## src/rtl/sacl_ram.sv

```systemverilog
// Generic single-write, single-read synchronous RAM with registered read data.
module sacl_ram #(
    parameter int unsigned WIDTH = 8,
    parameter int unsigned DEPTH = 2
) (
    input  logic                                    clk,
    input  logic                                    wr_en,
    input  logic [((DEPTH > 1) ? $clog2(DEPTH) : 1)-1:0] wr_addr,
    input  logic [WIDTH-1:0]                        wr_data,
    input  logic                                    rd_en,
    input  logic [((DEPTH > 1) ? $clog2(DEPTH) : 1)-1:0] rd_addr,
    output logic [WIDTH-1:0]                        rd_data
);

    logic [WIDTH-1:0] mem [DEPTH];

    always_ff @(posedge clk)
    begin
        if (wr_en)
        begin
            mem[wr_addr] <= wr_data;
        end
        if (rd_en)
        begin
            rd_data <= mem[rd_addr];
        end
    end

endmodule

```

## config.mk

```make
export PLATFORM = sky130hd
export DESIGN_NAME = sacl_ram
export DESIGN_NICKNAME = d
export VERILOG_FILES = /design/src/rtl/sacl_ram.sv
export SDC_FILE = /design/constraint.sdc
export NUM_CORES = 1
export LEC_CHECK = 0
export ABC_AREA = 1
export BUFFER_PORTS_ARGS = -buffer_cell sky130_fd_sc_hd__buf_2
export CAP_MARGIN = 20
export CORE_MARGIN = 1
export CORE_UTILIZATION = 30
export DETAILED_ROUTE_END_ITERATION = 10
export SETUP_SLACK_MARGIN = 0.2
export SLEW_MARGIN = 20
export SYNTH_ARGS = -nofsm -noshare
export SYNTH_HDL_FRONTEND = slang
export SYNTH_SLANG_ARGS = --single-unit
```

## constraint.sdc

```tcl
create_clock -name clk -period 1.05 [get_ports clk]
set_input_delay 0.21 -clock clk [delete_from_list [all_inputs] [get_ports clk]]
set_output_delay 0.21 -clock clk [all_outputs]
set_load 0.02 [all_outputs]
```

# Word level (Yosys, flattened, before mapping)
# Memory sizes are Yosys's and may differ from the RTL's. A register that Yosys moved wholly into a read port is not among the register bits.
# Index checks and enable logic that the tools add are counted.
# W data, S select, Z words.
dict set report word_totals {
  reg_bits 0
  latch_bits 0
  ramBits 16
  romBits 0
  in_bits 13
  output_inout_bits 8
  wordCells 3
  mem_count 1
}
dict set report op_classes {
  add_sub_neg 0
  mul 0
  div 0
  n_lt_le_gt_ge 0
  n_eq_ne 0
  n_shift 0
  muxes 2
  n_bitwise 0
  n_reduce_logical 0
}
# memory depth width read_ports rd_ports_with_merged_regs wr line_no
set mem_list {}
lappend mem_list {mem 2 8 1 1 1 15} ;# logic [WIDTH-1:0] mem [DEPTH];
# operator count
set op_table {}
lappend op_table {{$mux W1} 2}

# Longest topological paths before layout
dict set report logic_depth {
  ltp_word 2
  ltp_mapped 4
  depth_no_buf 3
}

# Least setup slack after synthesis
# No wires, ideal clock.
dict set report synth_timing {
  path_kind {input-to-reg}
  from {input port wr_en}
  to {memory mem[0][0] (enable)}
  arrival_time_ns 0.599
  required_time_ns 0.679
  path_slack_ns 0.080
  path_stages 2
  path_buffers 0
  cell_sequence {inv_1 nor2_1}
}
dict set report synth_via {
  elab_chain_cells 2
}
# item line_no
set synth_lines {}
lappend synth_lines {{start, declared} 7} ;# input logic wr_en,
lappend synth_lines {{$mux W1} 19} ;# if (wr_en)
lappend synth_lines {{$mux W1 (implied by the code)} 21} ;# mem[wr_addr] <= wr_data;
lappend synth_lines {{end, declared} 15}
# No other way between the ends.

# Worst setup path in the final report
dict set report layout_timing {
  from {register rd_data[7], read port of mem}
  to {output port rd_data[7]}
}
# item line_no
set layout_rtl {}
lappend layout_rtl {{start, declared} 12} ;# output logic [WIDTH-1:0] rd_data
# No word-level cell between the ends.

==> impl_metrics.csv <==
group,metric,value,unit
sta,fmax,936,MHz
synth,synthTopCellsByCount,"nand2_1, edfxtp_1, inv_1",
cells_and_area,final_core_util,41.1,%
critical_path,cp.arrival,0.86,ns
placed_design,placed_cells,104,
power_and_ir_drop,p_int,1.34,mW
sta,layout_min_cycle_time,1.07,ns
routing,wire_per_inst,10.5,um
critical_path,max_stage_delay,0.41,ns
power_and_ir_drop,irDropWorstVdd,0.644,mV
critical_path,critPathMaxFanout,1,
grt,track_usage,9.32,%
synth,synth_top_area_share,85.7,%
critical_path,crit_family,"flip-flops",
sta,finalHoldViolCount,0,
synth,netlist_area,841,sq um
sta,rsz0062_at_grt,"true",
cells_and_area,drive_above_1_share,33.8,%
synth,synth_flop_cell,"edfxtp_1",
clocking,cts.sinks,24,
cells_and_area,num_antenna_cells,0,
cells_and_area,layout.cells.non_filler,107,
grt,grt_pass1_wl,1870,um
power_and_ir_drop,p_per_area,1600,mW/mm^2
synth,yosysTopAreaCell,"edfxtp_1",
sta,final-setup-viol-count,6,
critical_path,critical_path_buf_inv_count,1,
synth,ys_top_cells_by_area,"edfxtp_1, nand2_1, buf_6, inv_1, inv_2",
sta,report.final.slew_viol_count,0,
critical_path,crit_required,0.84,ns
floorplan,dieArea,0.00302,sq mm
synth,async_flop_share,0,%
critical_path,cp_slowest_cell,"edfxtp_1",
sta,finalWorstSetupSlack,-0.0182,ns
grt,grt-ovfl-total,0,
status,status,"complete, but fails checks",
power_and_ir_drop,p_leak,0.438,nW
power_and_ir_drop,power.switching,348,uW
sta,worstMarginPinSlew,0.297,ns
power_and_ir_drop,seqPwrFrac,68.2,%
clocking,cts_root_buf,"clkbuf_4",
synth,synth.distinct_cells,6,
power_and_ir_drop,pwr-share-comb,9.5,%
placed_design,dp_slack,0.113,ns
sta,slew_headroom,80.2,%
worst_hold_path,hp-class,"primary input to flop",
critical_path,path_class,"flop to primary output",
clocking,worstSkewPairLatency,0.31,ns
clocking,clk_pin_slew,0.11,ns
critical_path,cp-end-kind,"primary output",
clocking,cts_buffers,3,
routing,ant_nets,0,
flow_run,drv_cap,0,
routing,routed_via_density,4.32,
routing,firstDrtPassIters,4,
cells_and_area,final_nets,92,
sta,fin_skew,0.00330,ns
floorplan,start_util,32.7,%
placed_design,place_congestion,0.626,
sta,fin_crit_sh,102,%
floorplan,coreArea,0.00257,sq mm
critical_path,worstPathCellList,"buf_6",
placed_design,io_buffers,20,
synth,netlist_instances,54,
synth,avgSynthCellArea,15.6,sq um
clocking,htree_levels,1,
clocking,cts_setup_buffers,0,
floorplan,rows,18,
clocking,tritoncts,"yes",
synth,yosysMostFrequentCell,"nand2_1",
grt,first_global_vias,415,
synth,synth_edf_count,24,
synth,yosysSeqAreaShare,85.7,%
power_and_ir_drop,clkPwrFrac,22.3,%
cells_and_area,area_delta_synth_final,25.6,%
synth,ys_ff_latch,24,
routing,route.detailed.drc,0,
critical_path,critPathLaunchType,"flop",
floorplan,die_h,54.9,um
synth,synth_warnings,0,
floorplan,io_pins,21,
status,violations,"negative setup slack",
floorplan,die_w,54.9,um
routing,drtIter0Drc,8,
sta,hold_slack,0.0832,ns
routing,vias,462,
synth,synth.net_count,67,
grt,grt_max_degree,13,
grt,antenna_found_initial,0,
clocking,clk_path_buf_depth,2,
power_and_ir_drop,switching_share,20.7,%
routing,wirelength,1120,um
-- layout make-up --
| cell class | count | area (sq um) |
|---|---|---|
| fill | 242 | 1510 |
| sequential | 24 | 721 |
| timing repair buffer | 21 | 164 |
| multi-input combinational | 26 | 100 |
| tap | 30 | 37.5 |
| clock buffer | 3 | 22.5 |
| inverter | 3 | 11.3 |
-- power groups by stage --
stage          registers (mW)  clock network (mW)  logic, mW
3_3_place_gp             1.17                   0      0.139
2_1_floorplan            1.20                   0     0.0449
6_report                 1.15               0.376      0.160
4_1_cts                  1.15               0.397      0.145
3_5_place_dp             1.17                   0      0.142
5_1_grt                  1.16               0.434      0.181
-- placed cells by master (no fill, tap or decap) --
cell type,count
buf_6,7
nor2_2,1
buf_2,13
edfxtp_1,24
clkbuf_4,3
buf_12,1
inv_2,1
nand2_1,25
inv_1,2
-- worst paths after layout --
check	start	to	slack [ns]	cells after the start
worst max register to register	mem[0][1]	rd_data[1]	0.31	2
worst min register to register	mem[0][6]	rd_data[6]	0.53	2
worst min-delay path	wr_data[2]	mem[1][2]	0.08	1
worst max-delay path	rd_data[7]	rd_data[7]	-0.02	1
-- logic make-up (layout without fill, tap and decap cells) --
group,count (synthesis),in the layout,share of synthesized area [%]
simple gates,26,26,11.6
flops,24,24,85.7
buf+inv,4,27,2.68
-- metal layers --
metal	vias to the layer above	track usage [%]	part of all wire, %
li1	231	-	-
met1	208	11.3	44
met2	18	13.9	46
met3	5	2.46	6.0
met4	0	7.50	3.7
met5	-	0	0
-- flip-flops by register name (all words and copies together), names as in the netlist --
signal   count
rd_data      8
mem         16
-- per-stage QoR --
stage	cell area (sq um)	power [mW]	setup TNS, ns
global route	1060	1.77	-0.492
detailed placement	990	1.31	0
finish	1060	1.69	-0.0359
CTS	1020	1.69	-0.144
global placement	990	1.30	0
floorplan	843	1.24	0
-- what timing repair did --
item / CTS / global route
setup endpoints to repair: 8 / 8
resized for setup: 2 / 12
gates cloned: 0 / 0
hold endpoints to repair: 0 / 0
hold buffers: 0 / 0
(Power assumes the default switching activity.)
